<file path="config.mk">
export PLATFORM = sky130hd
export DESIGN_NAME = page_cache_frame_manager_unit
export DESIGN_NICKNAME = d
export VERILOG_FILES = /design/src/hw/rtl/pcfm_pkg.sv /design/src/hw/rtl/pcfm_ram.sv /design/src/hw/rtl/page_cache_frame_manager_unit.sv
export SDC_FILE = /design/constraint.sdc
export NUM_CORES = 1
export LEC_CHECK = 0
export BUFFER_PORTS_ARGS = -buffer_cell sky130_fd_sc_hd__clkbuf_2
export CELL_PAD_IN_SITES_DETAIL_PLACEMENT = 0
export CELL_PAD_IN_SITES_GLOBAL_PLACEMENT = 2
export CORE_ASPECT_RATIO = 1.1
export CORE_MARGIN = 2
export CORE_UTILIZATION = 31
export DETAILED_ROUTE_END_ITERATION = 8
export PLACE_DENSITY = 0.53
export SLEW_MARGIN = 10
export SYNTH_ARGS = -nofsm -noshare
export SYNTH_HDL_FRONTEND = slang
export SYNTH_SLANG_ARGS = --single-unit
</file>
<file path="constraint.sdc">
create_clock -name clk_i -period 9.1 [get_ports clk_i]
set_clock_uncertainty 0.2 [all_clocks]
set_input_delay 0.455 -clock clk_i [delete_from_list [all_inputs] [get_ports clk_i]]
set_output_delay 0.455 -clock clk_i [all_outputs]
set_load 0.01 [all_outputs]
</file>
<file path="src/hw/rtl/pcfm_pkg.sv">
`default_nettype none
package pcfm_pkg;
  localparam int unsigned Frames = 16;
  localparam int unsigned FrameW = $clog2(Frames);
  // Per-frame record: page, valid, dirty, pins, rank
  localparam int unsigned EntryW = 32 + 1 + 1 + 8 + FrameW;

  typedef struct packed {
    logic [31:0]       page;
    logic              valid;
    logic              dirty;
    logic [7:0]        pins;
    logic [FrameW-1:0] rank;
  } entry_t;

  localparam logic [1:0] KindGet   = 2'd0;
  localparam logic [1:0] KindUnpin = 2'd1;
  localparam logic [1:0] KindNew   = 2'd2;
  localparam logic [1:0] KindFlush = 2'd3;

  localparam logic [2:0] StHit       = 3'd0;
  localparam logic [2:0] StMiss      = 3'd1;
  localparam logic [2:0] StNew       = 3'd2;
  localparam logic [2:0] StAllPinned = 3'd3;
  localparam logic [2:0] StUnpinned  = 3'd4;
  localparam logic [2:0] StFlushWr   = 3'd5;
  localparam logic [2:0] StFlushDone = 3'd6;
endpackage
`default_nettype wire

</file>
<file path="src/hw/rtl/pcfm_ram.sv">
`default_nettype none
module pcfm_ram #(
  parameter int unsigned Width = 8,
  parameter int unsigned Depth = 16
) (
  input  wire logic                     clk_i,
  input  wire logic                     we_i,
  input  wire logic [$clog2(Depth)-1:0] waddr_i,
  input  wire logic [Width-1:0]         wdata_i,
  input  wire logic [$clog2(Depth)-1:0] raddr_i,
  output logic      [Width-1:0]         rdata_o
);
  logic [Width-1:0] mem_q [Depth];

  // Write port and registered read
  always_ff @(posedge clk_i) begin
    if (we_i) mem_q[waddr_i] <= wdata_i;
    rdata_o <= mem_q[raddr_i];
  end
endmodule
`default_nettype wire

</file>
<file path="src/hw/rtl/page_cache_frame_manager_unit.sv">
// Page cache frame manager: frame records live in one RAM, one frame per cycle, but a
// flush scan pauses while a write result waits. A get scans the frames; a miss adds a
// victim scan and a rank pass; a hit that takes the first pin also runs the rank pass.
// One item at a time: a new request is taken only after the last result is accepted.
// Flush: scans every frame, emits one write result per dirty frame, then a done result.
// Reset (rst_ni low, asynchronous) clears control; a sweep then zeroes every record.
`default_nettype none
module page_cache_frame_manager_unit (
  input  wire logic        clk_i,
  input  wire logic        rst_ni,
  input  wire logic        in_valid_i,
  output logic             in_ready_o,
  input  wire logic [1:0]  kind_i,
  input  wire logic [31:0] page_id_i,
  input  wire logic [3:0]  frame_i,
  input  wire logic        dirty_i,
  output logic             out_valid_o,
  input  wire logic        out_ready_i,
  output logic [2:0]       status_o,
  output logic [3:0]       frame_index_o,
  output logic [31:0]      page_number_o,
  output logic             fetch_valid_o,
  output logic             writeback_valid_o,
  output logic [31:0]      writeback_page_o,
  output logic [31:0]      hit_total_o,
  output logic [31:0]      miss_total_o,
  output logic             last_o
);
  localparam int unsigned FW = pcfm_pkg::FrameW;
  localparam int unsigned CW = FW + 1;
  localparam logic [CW-1:0] FramesC = CW'(pcfm_pkg::Frames);

  typedef enum logic [3:0] {
    S_CLEAR, S_IDLE, S_LOOK, S_HITWR, S_VICT, S_RANK, S_UNPIN, S_UNPWR,
    S_FLUSH, S_OUT
  } state_e;

  state_e               state_q;
  logic [CW-1:0]        cnt_q;      // read address issued
  logic                 rv_q;       // read data valid this cycle
  logic [FW-1:0]        ra_q;       // address of rdata
  logic [1:0]           kind_q;
  logic [31:0]          pid_q;
  logic [3:0]           fr_q;
  logic                 dm_q;
  logic [31:0]          hit_q, miss_q;
  // search results
  logic                 found_q;
  logic                 is_hit_q;   // rank pass runs for a first pin on a hit
  logic [FW-1:0]        tgt_q;
  pcfm_pkg::entry_t     tgt_e_q;
  logic                 free_q;
  logic                 back_q;     // return to flush after output
  logic [4:0]           nwr_q;      // flush writes emitted
  logic                 last_pend_q;
  // output register
  logic                 ov_q;
  logic [2:0]           st_q;
  logic [3:0]           ofr_q;
  logic [31:0]          opg_q, owb_q;
  logic                 ofe_q, owbv_q, olast_q;

  logic                 we;
  logic [FW-1:0]        waddr, raddr;
  pcfm_pkg::entry_t     wdata, rd;
  logic [pcfm_pkg::EntryW-1:0] rraw;

  pcfm_ram #(.Width(pcfm_pkg::EntryW), .Depth(pcfm_pkg::Frames)) u_ram (
    .clk_i, .we_i(we), .waddr_i(waddr), .wdata_i(wdata),
    .raddr_i(raddr), .rdata_o(rraw)
  );
  assign rd = pcfm_pkg::entry_t'(rraw);

  logic scan_done;
  assign scan_done = rv_q && (ra_q == FW'(pcfm_pkg::Frames - 1));

  // Memory port control
  always_comb begin
    we    = 1'b0;
    waddr = ra_q;
    wdata = rd;
    raddr = cnt_q[FW-1:0];
    unique case (state_q)
      S_CLEAR: begin
        we = 1'b1; waddr = cnt_q[FW-1:0]; wdata = '0;
      end
      S_HITWR: begin
        we = 1'b1; waddr = tgt_q; wdata = tgt_e_q;
      end
      S_UNPWR: begin
        // release one pin and apply the dirty mark on a cached frame
        we = rd.valid; waddr = tgt_q; wdata = rd;
        if (rd.pins != 8'd0) wdata.pins = rd.pins - 1'b1;
        if (dm_q) wdata.dirty = 1'b1;
      end
      S_RANK: if (rv_q) begin
        we = 1'b1;
        if (ra_q == tgt_q) begin
          wdata.rank  = '0;
          wdata.valid = 1'b1;
          wdata.page  = pid_q;
          wdata.pins  = 8'd1;
          wdata.dirty = is_hit_q ? rd.dirty : (kind_q == pcfm_pkg::KindNew);
        end else if (rd.valid && (free_q || rd.rank < tgt_e_q.rank)) begin
          wdata.rank = rd.rank + 1'b1;
        end
      end
      S_FLUSH: if (rv_q && rd.valid && rd.dirty && nwr_q != 5'd16) begin
        we = 1'b1; wdata.dirty = 1'b0;
      end
      default: ;
    endcase
  end

  assign in_ready_o  = (state_q == S_IDLE) && !ov_q;
  assign out_valid_o = ov_q;
  assign status_o = st_q;
  assign frame_index_o = ofr_q;
  assign page_number_o = opg_q;
  assign fetch_valid_o = ofe_q;
  assign writeback_valid_o = owbv_q;
  assign writeback_page_o = owb_q;
  assign hit_total_o = hit_q;
  assign miss_total_o = miss_q;
  assign last_o = olast_q;

  logic flw;
  assign flw = rv_q && rd.valid && rd.dirty && nwr_q != 5'd16;

  // Sequencer
  always_ff @(posedge clk_i or negedge rst_ni) begin
    if (!rst_ni) begin
      state_q <= S_CLEAR; cnt_q <= '0; rv_q <= 1'b0; ov_q <= 1'b0;
      hit_q <= '0; miss_q <= '0; nwr_q <= '0; back_q <= 1'b0;
      ra_q <= '0; found_q <= 1'b0; free_q <= 1'b0; last_pend_q <= 1'b0;
      is_hit_q <= 1'b0; kind_q <= '0; pid_q <= '0; fr_q <= '0; dm_q <= 1'b0;
      tgt_q <= '0; tgt_e_q <= '0; st_q <= '0; ofr_q <= '0; opg_q <= '0;
      owb_q <= '0; ofe_q <= 1'b0; owbv_q <= 1'b0; olast_q <= 1'b0;
    end else begin
      if (ov_q && out_ready_i) ov_q <= 1'b0;
      rv_q <= 1'b0;
      ra_q <= cnt_q[FW-1:0];
      unique case (state_q)
        S_CLEAR: begin
          cnt_q <= cnt_q + 1'b1;
          if (cnt_q == FramesC - 1'b1) begin
            cnt_q <= '0; state_q <= S_IDLE;
          end
        end
        S_IDLE: if (in_valid_i && in_ready_o) begin
          kind_q <= kind_i; pid_q <= page_id_i; fr_q <= frame_i; dm_q <= dirty_i;
          cnt_q <= '0; found_q <= 1'b0; free_q <= 1'b0; nwr_q <= '0;
          rv_q <= 1'b0; is_hit_q <= 1'b0;
          unique case (kind_i)
            pcfm_pkg::KindGet: begin
              state_q <= S_LOOK; cnt_q <= CW'(1); rv_q <= 1'b1;
            end
            pcfm_pkg::KindNew: begin
              state_q <= S_VICT; cnt_q <= CW'(1); rv_q <= 1'b1;
            end
            pcfm_pkg::KindUnpin: begin
              state_q <= S_UNPIN; tgt_q <= frame_i[FW-1:0];
              cnt_q <= {1'b0, frame_i[FW-1:0]};
            end
            default: begin state_q <= S_FLUSH; cnt_q <= CW'(1); rv_q <= 1'b1; end
          endcase
        end
        S_LOOK: begin
          if (!cnt_q[FW]) begin cnt_q <= cnt_q + 1'b1; rv_q <= 1'b1; end
          if (rv_q && rd.valid && rd.page == pid_q) begin
            // hit at lowest index
            tgt_q <= ra_q;
            tgt_e_q <= rd;
            if (rd.pins != 8'hff) tgt_e_q.pins <= rd.pins + 1'b1;
            if (hit_q != '1) hit_q <= hit_q + 1'b1;
            st_q <= pcfm_pkg::StHit; ofr_q <= 4'(ra_q); opg_q <= pid_q;
            ofe_q <= 1'b0; owbv_q <= 1'b0; owb_q <= '0; olast_q <= 1'b1;
            if (rd.pins == 8'd0) begin
              // becomes most recent: rank pass also sets pins to 1
              cnt_q <= '0; rv_q <= 1'b0; state_q <= S_RANK; found_q <= 1'b1;
              kind_q <= pcfm_pkg::KindGet; is_hit_q <= 1'b1;
            end else begin
              state_q <= S_HITWR;
            end
          end else if (scan_done) begin
            if (miss_q != '1) miss_q <= miss_q + 1'b1;
            cnt_q <= CW'(1); rv_q <= 1'b1; ra_q <= '0; state_q <= S_VICT;
          end
        end
        S_HITWR: begin ov_q <= 1'b1; state_q <= S_OUT; end
        S_VICT: begin
          if (!cnt_q[FW]) begin cnt_q <= cnt_q + 1'b1; rv_q <= 1'b1; end
          if (rv_q && !free_q) begin
            if (!rd.valid) begin
              free_q <= 1'b1; found_q <= 1'b1; tgt_q <= ra_q; tgt_e_q <= rd;
            end else if (rd.pins == 8'd0 && (!found_q || rd.rank > tgt_e_q.rank)) begin
              found_q <= 1'b1; tgt_q <= ra_q; tgt_e_q <= rd;
            end
          end
          if (scan_done) begin
            cnt_q <= '0; state_q <= S_RANK;
          end
        end
        S_RANK: begin
          if (cnt_q == '0 && !rv_q && !found_q) begin
            st_q <= pcfm_pkg::StAllPinned; ofr_q <= '0; opg_q <= pid_q;
            ofe_q <= 1'b0; owbv_q <= 1'b0; owb_q <= '0; olast_q <= 1'b1;
            ov_q <= 1'b1; state_q <= S_OUT;
          end else begin
            if (!cnt_q[FW]) begin cnt_q <= cnt_q + 1'b1; rv_q <= 1'b1; end
            if (scan_done) begin
              if (!is_hit_q) begin
                st_q <= (kind_q == pcfm_pkg::KindGet) ? pcfm_pkg::StMiss
                                                      : pcfm_pkg::StNew;
                ofr_q <= 4'(tgt_q); opg_q <= pid_q;
                ofe_q <= (kind_q == pcfm_pkg::KindGet);
                owbv_q <= tgt_e_q.valid && tgt_e_q.dirty;
                owb_q <= (tgt_e_q.valid && tgt_e_q.dirty) ? tgt_e_q.page : '0;
                olast_q <= 1'b1;
              end
              ov_q <= 1'b1; state_q <= S_OUT;
            end
          end
        end
        S_UNPIN: begin rv_q <= 1'b1; state_q <= S_UNPWR; end
        S_UNPWR: begin
          // rd valid now for tgt_q
          st_q <= pcfm_pkg::StUnpinned; ofr_q <= fr_q; ofe_q <= 1'b0;
          owbv_q <= 1'b0; owb_q <= '0; olast_q <= 1'b1; opg_q <= '0;
          if (32'(fr_q) < pcfm_pkg::Frames && rd.valid) opg_q <= rd.page;
          ov_q <= 1'b1; state_q <= S_OUT;
        end
        S_FLUSH: begin
          if (flw) begin
            st_q <= pcfm_pkg::StFlushWr; ofr_q <= 4'(ra_q); opg_q <= rd.page;
            ofe_q <= 1'b0; owbv_q <= 1'b0; owb_q <= '0; olast_q <= 1'b0;
            ov_q <= 1'b1; nwr_q <= nwr_q + 1'b1;
            back_q <= !scan_done; last_pend_q <= scan_done;
            state_q <= S_OUT;
          end else if (scan_done) begin
            st_q <= pcfm_pkg::StFlushDone; ofr_q <= '0; opg_q <= '0;
            ofe_q <= 1'b0; owbv_q <= 1'b0; owb_q <= '0; olast_q <= 1'b1;
            ov_q <= 1'b1; state_q <= S_OUT;
          end else if (!cnt_q[FW]) begin
            cnt_q <= cnt_q + 1'b1; rv_q <= 1'b1;
          end
        end
        S_OUT: if (ov_q && out_ready_i) begin
          if (back_q) begin
            // re-read the next frame
            back_q <= 1'b0; state_q <= S_FLUSH; rv_q <= 1'b1;
            ra_q <= cnt_q[FW-1:0]; cnt_q <= cnt_q + 1'b1;
          end else if (last_pend_q) begin
            last_pend_q <= 1'b0;
            st_q <= pcfm_pkg::StFlushDone; ofr_q <= '0; opg_q <= '0;
            olast_q <= 1'b1; ov_q <= 1'b1;
          end else begin
            // park the read address on frame zero for the next item
            cnt_q <= '0; state_q <= S_IDLE;
          end
        end
        default: state_q <= S_IDLE;
      endcase
    end
  end

`ifndef SYNTH
  a_no_accept_busy: assert property (@(posedge clk_i) disable iff (!rst_ni)
    in_valid_i && in_ready_o |=> !out_valid_o)
    else $error("result present right after accept");
  a_last_idle: assert property (@(posedge clk_i) disable iff (!rst_ni)
    out_valid_o && out_ready_i && last_o && !last_pend_q && !back_q |=> state_q == S_IDLE)
    else $error("no return to idle after last result");
  a_flush_bound: assert property (@(posedge clk_i) disable iff (!rst_ni)
    nwr_q <= 5'd16)
    else $error("flush write count overrun");
`endif
endmodule
`default_nettype wire
</file>
==> impl_metrics.py, run 1 <==
metrics = {
    "outcome": {
        "status": "completed",
    },
    "grt": {
        "antenna_found_initial": 0,
        "grt_max_degree": 96,
        "grt_pass1_wl_um": 178000,
        "grt_pass1_vias": 24800,
        "track_usage_pct": 17.5,
        "grt-ovfl-total": 0,
    },
    "cells_and_area": {
        "area_growth_pct": 17.5,
        "nets": 2851,
        "instances_no_fill": 4673,
        "antenna_cells": 0,
        "drive_gt1_share_pct": 24.8,
        "num-fill-cells": 12600,
    },
    "timing": {
        "period_share_pct": 53.1,
        "setup_slack_ns": 4.27,
        "slew_violations": 0,
        "layout_min_cycle_time_ns": 4.83,
        "final_hold_viol_count": 0,
        "fin_hold_ws_ns": 0.156,
        "rsz0062_at_grt": "no",
        "setup_tns_ns": 0,
        "setup_viol_count_final": 0,
        "maxSlewHeadroom_pct": 17.9,
        "fmax_ghz": 0.207,
        "worst_pin_slew_ns": 1.23,
    },
    "clocking": {
        "clock_path_buffers": 3,
        "cts.sinks": 1034,
        "cts_hold_buf": 41,
        "numCtsBuffers": 111,
        "cts_setup_buffers": 0,
        "cts_resized": 0,
        "cts.clk_slew.worst_paths_ns": 0.06,
        "clk_latency_ns": 0.71,
        "cts_max_level": 3,
        "cts-root-buf": "clkbuf_16",
        "tritoncts": "yes",
    },
    "setup_path": {
        "reg2reg_from": "state_q[0]",
        "crit_path_max_incr_delay_ns": 1.00,
        "cp.depth": 8,
        "arrival_ns": 4.93,
        "crit_buf_inv": 3,
        "reg2reg_slack_ns": 4.27,
        "crit_family": "buffers and inverters",
        "cp_max_fo": 35,
        "worstPathCellList": "nor2b_1 > nand2_1 > nor2_4 > buf_4 > nor3_2 > buf_4 > a222oi_1 > inv_1",
        "r2r-end": "u_ram.mem_q[15][40]",
        "endpoint_kind": "register",
        "critical_path_class": "register to register",
        "critPathSlowestCell": "a222oi_1",
        "reg2regPathDepth": 8,
        "required_ns": 9.20,
        "cpMostUsedCell": "buf_4",
        "startpoint_type": "register",
    },
    "yosys": {
        "ys.warnings.count": 0,
        "syn_area_sq_um": 41900,
        "async_reset_ff_share_pct": 24.4,
        "synth_commonest_cells": "edfxtp_1, nand2_1, dfrtp_1, mux4_2, nor2_1",
        "synth_edf_count": 736,
        "synth_cells": 2536,
        "ys_seq_elements": 1034,
        "synth_top_area_share_pct": 52.7,
        "synthTopCellsByArea": "edfxtp_1, dfrtp_1, mux4_2",
        "synth-seq-area-share_pct": 69.9,
        "synth.distinct_cells": 76,
        "synth.avg_cell_area_sq_um": 16.5,
        "synthFlopType": "edfxtp_1",
        "synth_top_area_cell": "edfxtp_1",
        "syn-num-nets": 2599,
        "synth_most_common_cell": "edfxtp_1",
    },
    "power_and_ir_drop": {
        "finalPower_uw": 18000,
        "power_density_nw_per_um2": 365,
        "vdd_drop_max_mv": 0.172,
        "leakagePower_uw": 0.0178,
    },
    "floorplan": {
        "ios": 183,
        "die_height_um": 390,
        "die_area_sq_um": 138000,
        "die_w_um": 355,
        "core_sq_um": 134000,
        "fp-row-count": 141,
        "initial_core_util_pct": 31.2,
    },
    "drt": {
        "wl_met1_um": 53900,
        "num_vias": 23600,
        "detail-route-antenna-nets": 0,
        "drc": 0,
        "top_layer_used": "met4",
        "met2_length_um": 58700,
        "wire_per_inst_um": 25.9,
        "wirelength_um": 121000,
        "dr.pass1.iters": 7,
        "drtIter0Drc": 2107,
        "post_drt_via_cell_ratio": 5.06,
        "wl_met3_um": 5740,
    },
    "place": {
        "pre_cts_ws_ns": 4.26,
        "io_buffer_count": 182,
        "dp_hpwl_um": 75900,
        "dp.cells": 4420,
        "gp_congestion": 0.789,
    },
    "min_path": {
        "hp-class": "input port to async pin",
    },
    "job": {
        "cap_violations": 0,
    },
}
==> final cells by class <==
type	instances	area (sq um)	area share [%]
sequential	1034	29300	59.5
multi-input combinational	1296	11900	24.2
clock buffer	146	3100	6.30
tap	1787	2240	4.54
timing repair buffer	276	1730	3.51
clock inverter	65	692	1.40
inverter	69	259	0.526
==> power by group <==
group | internal, uW | leakage [uW] | switching, uW
Combinational | 2050 | 0.00558 | 3510
Sequential | 6920 | 0.0103 | 865
Clock | 2740 | 0.00186 | 1900
Total | 11700 | 0.0178 | 6270
==> cell families after synthesis <==
family	count (synthesis)	share of synthesized area [%]
simple gates	590	6.53
compound gates	290	4.74
fa+ha+maj	20	0.597
mux	287	13.9
flops	1034	69.9
buf+inv	206	2.08
xor+xnor	109	2.28
==> worst max-delay path by stage <==
stage	from	endpoint	slack [ns]
3_5_place_dp	state_q[2]	u_ram.mem_q[9][27]	4.26
4_1_cts	state_q[2]	u_ram.mem_q[9][44]	4.22
5_1_grt	state_q[2]	u_ram.mem_q[8][40]	3.94
6_report	state_q[0]	u_ram.mem_q[15][40]	4.27
2_1_floorplan	state_q[3]	u_ram.mem_q[4][0]	4.74
3_3_place_gp	state_q[2]	u_ram.mem_q[9][28]	4.31
==> cell usage in the layout, fill, tap and decap left out, types with 8 or more instances in the layout <==
master / synthesis / layout
edfxtp_1: 736 / 736
nand2_1: 253 / 253
dfrtp_1: 252 / 248
mux4_2: 230 / 230
clkbuf_2: 1 / 181
clkbuf_16: 0 / 114
nor2_1: 128 / 110
xor2_1: 75 / 75
inv_1: 69 / 69
a21oi_1: 69 / 68
buf_4: 10 / 53
nand3_1: 49 / 49
o21ai_0: 47 / 47
dfxtp_1: 46 / 46
dlygate4sd3_1: 0 / 41
a222oi_1: 36 / 36
a22oi_1: 36 / 36
xnor2_1: 34 / 34
o21ai_1: 32 / 31
mux2_2: 28 / 28
clkinv_2: 0 / 27
nor3_1: 28 / 26
and3_1: 24 / 23
nand4_1: 23 / 23
nor4_1: 23 / 22
mux2_1: 21 / 21
ha_1: 20 / 20
clkbuf_1: 79 / 19
nor2_4: 0 / 18
clkinv_1: 0 / 15
and2_1: 13 / 13
clkbuf_8: 0 / 13
bufinv_16: 0 / 12
o211ai_1: 11 / 11
and4_1: 10 / 10
nor2b_1: 9 / 9
a31oi_1: 8 / 8
==> sequential cells by signal (all words and copies together) (netlist names), 2 cells and up <==
register	flops
u_ram.mem_q	736
tgt_e_q	46
u_ram.rdata_o	46
hit_total_o	32
miss_total_o	32
page_number_o	32
pid_q	32
writeback_page_o	32
cnt_q	5
nwr_q	5
fr_q	4
frame_index_o	4
ra_q	4
state_q	4
tgt_q	4
status_o	3
kind_q	2
==> metrics by stage <==
| step | area (sq um) | utilization, % |
|---|---|---|
| after floorplan | 41900 | - |
| after global placement | 45100 | 33.6 |
| after detailed placement | 45100 | 33.6 |
| after CTS | 49300 | 36.7 |
| after global routing | 49300 | 36.7 |
| final | 49300 | 36.7 |
==> worst register-to-register path: stages, from the launching register on <==
cell	delay (ns)
dfrtp_1	0.72
nor2b_1	0.53
nand2_1	0.34
nor2_4	0.16
buf_4	0.48
nor3_2	0.12
buf_4	0.28
a222oi_1	1.04
inv_1	0.55
==> routing by layer <==
layer | track usage (%) | vias up
li1 | - | 10400
met1 | 24.3 | 12500
met2 | 28.8 | 634
met3 | 2.47 | 136
met4 | 4.83 | 0
met5 | 0 | -
No activity file was read; power rests on OpenSTA's default activity.
==> run 2: changes to the inputs <==
Clock period 9.1 ns to 4.6 ns, I/O delays scaled along.
==> run 2 against run 1 <==
Cell count increased by 0.64%. Combinational power grew 110%. Total power increased by 99%. First-iteration DRC count rose by 11%. Via count rose by 0.54%. Non-clock buffer count is 36 higher. Clock-buffer cell count rose by 2. Sequential cell count is the same. Register-to-register slack lost 4.0 ns. Final area up 0.83%. Wire length increased by 1.7%. Largest cell class unchanged.
==> impl_metrics.py, run 2 (synthesis gave the netlist of run 1 again) <==
metrics = {
    "outcome": {
        "status": "completed",
    },
    "drt": {
        "drc": 0,
        "num_vias": 23800,
        "post_drt_via_cell_ratio": 5.05,
        "drtIter0Drc": 2348,
        "wirelength_um": 123000,
        "dr.pass1.iters": 8,
        "wire_per_inst_um": 26.2,
        "detail-route-antenna-nets": 0,
    },
    "cells_and_area": {
        "regMostFlops": "u_ram.mem_q",
        "top_regs": "u_ram.mem_q x736, tgt_e_q x46, u_ram.rdata_o x46",
        "layout.cells.most_common": "edfxtp_1",
        "antenna_cells": 0,
        "largest_reg_flops": 736,
        "fin_util_pct": 37.0,
        "final_area_sq_um": 49700,
        "area_growth_pct": 18.5,
        "num-fill-cells": 12600,
        "instances_no_fill": 4703,
        "nets": 2884,
        "drive_gt1_share_pct": 25.2,
        "final_cell_mix": "edfxtp_1, nand2_1, dfrtp_1",
    },
    "clocking": {
        "cts_resized": 0,
        "tritoncts": "yes",
        "cts.sinks": 1034,
        "clock_path_buffers": 3,
        "cts-root-buf": "clkbuf_16",
        "numCtsBuffers": 108,
        "cts_max_level": 3,
        "cts.clk_slew.worst_paths_ns": 0.06,
        "clk_latency_ns": 0.71,
    },
    "grt": {
        "grt_pass1_wl_um": 180000,
        "busiest_layer": "met2",
        "track_usage_pct": 17.8,
        "use_met3_pct": 2.49,
        "grt-ovfl-total": 0,
        "grt_pass1_vias": 24600,
        "use_met2_pct": 29.6,
        "grtUsageMet1_pct": 24.5,
        "grt_max_degree": 99,
        "antenna_found_initial": 1,
    },
    "setup_path": {
        "critPathSlowestCell": "a222oi_1",
        "crit_buf_inv": 4,
        "arrival_ns": 4.38,
        "required_ns": 4.69,
        "crit_path_max_incr_delay_ns": 1.08,
        "endpoint_kind": "register",
        "critical_path_class": "register to register",
        "cp_max_fo": 34,
        "crit_family": "buffers and inverters",
        "startpoint_type": "register",
        "worstPathCellList": "inv_1 > nand3_1 > nor2_4 > buf_4 > buf_4 > a222oi_1 > inv_1",
    },
    "timing": {
        "layout_min_cycle_time_ns": 4.30,
        "setup_tns_ns": 0,
        "rsz0062_at_grt": "no",
        "period_share_pct": 93.4,
        "slew_violations": 0,
        "fmax_ghz": 0.233,
        "setup_viol_count_final": 0,
        "maxSlewHeadroom_pct": 16.4,
        "worst_pin_slew_ns": 1.25,
        "final_hold_viol_count": 0,
    },
    "floorplan": {
        "die_height_um": 390,
        "die_area_sq_um": 138000,
        "initial_core_util_pct": 31.2,
        "fp-row-count": 141,
        "die_w_um": 355,
        "core_sq_um": 134000,
        "ios": 183,
    },
    "place": {
        "io_buffer_count": 182,
        "gp_congestion": 0.784,
        "placed_area_sq_um": 45700,
        "dp.cells": 4455,
        "dp_hpwl_um": 77000,
    },
    "power_and_ir_drop": {
        "vdd_drop_max_mv": 0.321,
        "power_density_nw_per_um2": 719,
        "leakagePower_uw": 0.0179,
    },
    "job": {
        "cap_violations": 0,
    },
    "min_path": {
        "hp-class": "input port to register",
    },
}
## run 2: cell count changes in the layout (fill, tap and decap cells not counted), sizes merged
cell / previous run / this run
buf: 54 / 88
bufinv: 12 / 11
clkbuf: 327 / 329
clkinv: 47 / 38
clkinvlp: 5 / 6
dlygate4sd3: 41 / 43
inv: 70 / 71
## run 2: path summary, 6_finish.rpt
kind / from / endpoint / slack [ns] / depth (start not counted)
worst max-delay path: state_q[3] / u_ram.mem_q[13][30] / 0.30 / 7
worst min-delay path: page_id_i[13] / pid_q[13] / 0.06 / 4
worst max register to register: state_q[3] / u_ram.mem_q[13][30] / 0.30 / 7
worst min register to register: writeback_page_o[13] / writeback_page_o[13] / 0.28 / 2
max in group asynchronous: rst_ni / tgt_e_q[4] / 2.22 / 4
min in group asynchronous: rst_ni / out_valid_o / 0.51 / 3
## run 2: stage by stage
stage | power, uW | hold WS (ns) | setup slack, ns
floorplan | 22100 | -0.266 | 0.243
global placement | 27000 | 0.171 | 0.257
detailed placement | 27200 | 0.173 | 0.266
CTS | 36300 | 0.00721 | 0.278
global route | 37600 | 0.0407 | 0.0388
finish | 35700 | 0.0635 | 0.304
## run 2: tightest hold or removal path, delay by kind of cell
family / cells / cell delay [ns]
buffers and inverters: 2 / 0.62
AND/OR/NAND/NOR: 2 / 0.08
## run 2: layout make-up
cell class	instances	area, sq um	area share, %
Tap cell	1787	2240	4.50
Clock buffer	148	3010	6.05
Multi-Input combinational cell	1296	11900	24.0
Timing Repair Buffer	312	2330	4.69
Clock inverter	57	594	1.20
Inverter	69	259	0.521
Sequential cell	1034	29300	59.0
## run 2: timing repair
item | in CTS | in global routing
hold endpoints to repair | 147 | 0
buffers inserted | 0 | 0
hold buffers | 43 | 0
## run 2: layer usage
metal  routed length [um]  share of wire [%]
met2                60400                 49
met3                 5940                4.8
met4                 2060                1.7
met5                    0                  0
met1                54700                 44
## run 2: power by group
group	switching [uW]	internal [uW]
clock	3700	5190
sequential	1380	13700
combinational	7440	4340
total	12500	23200
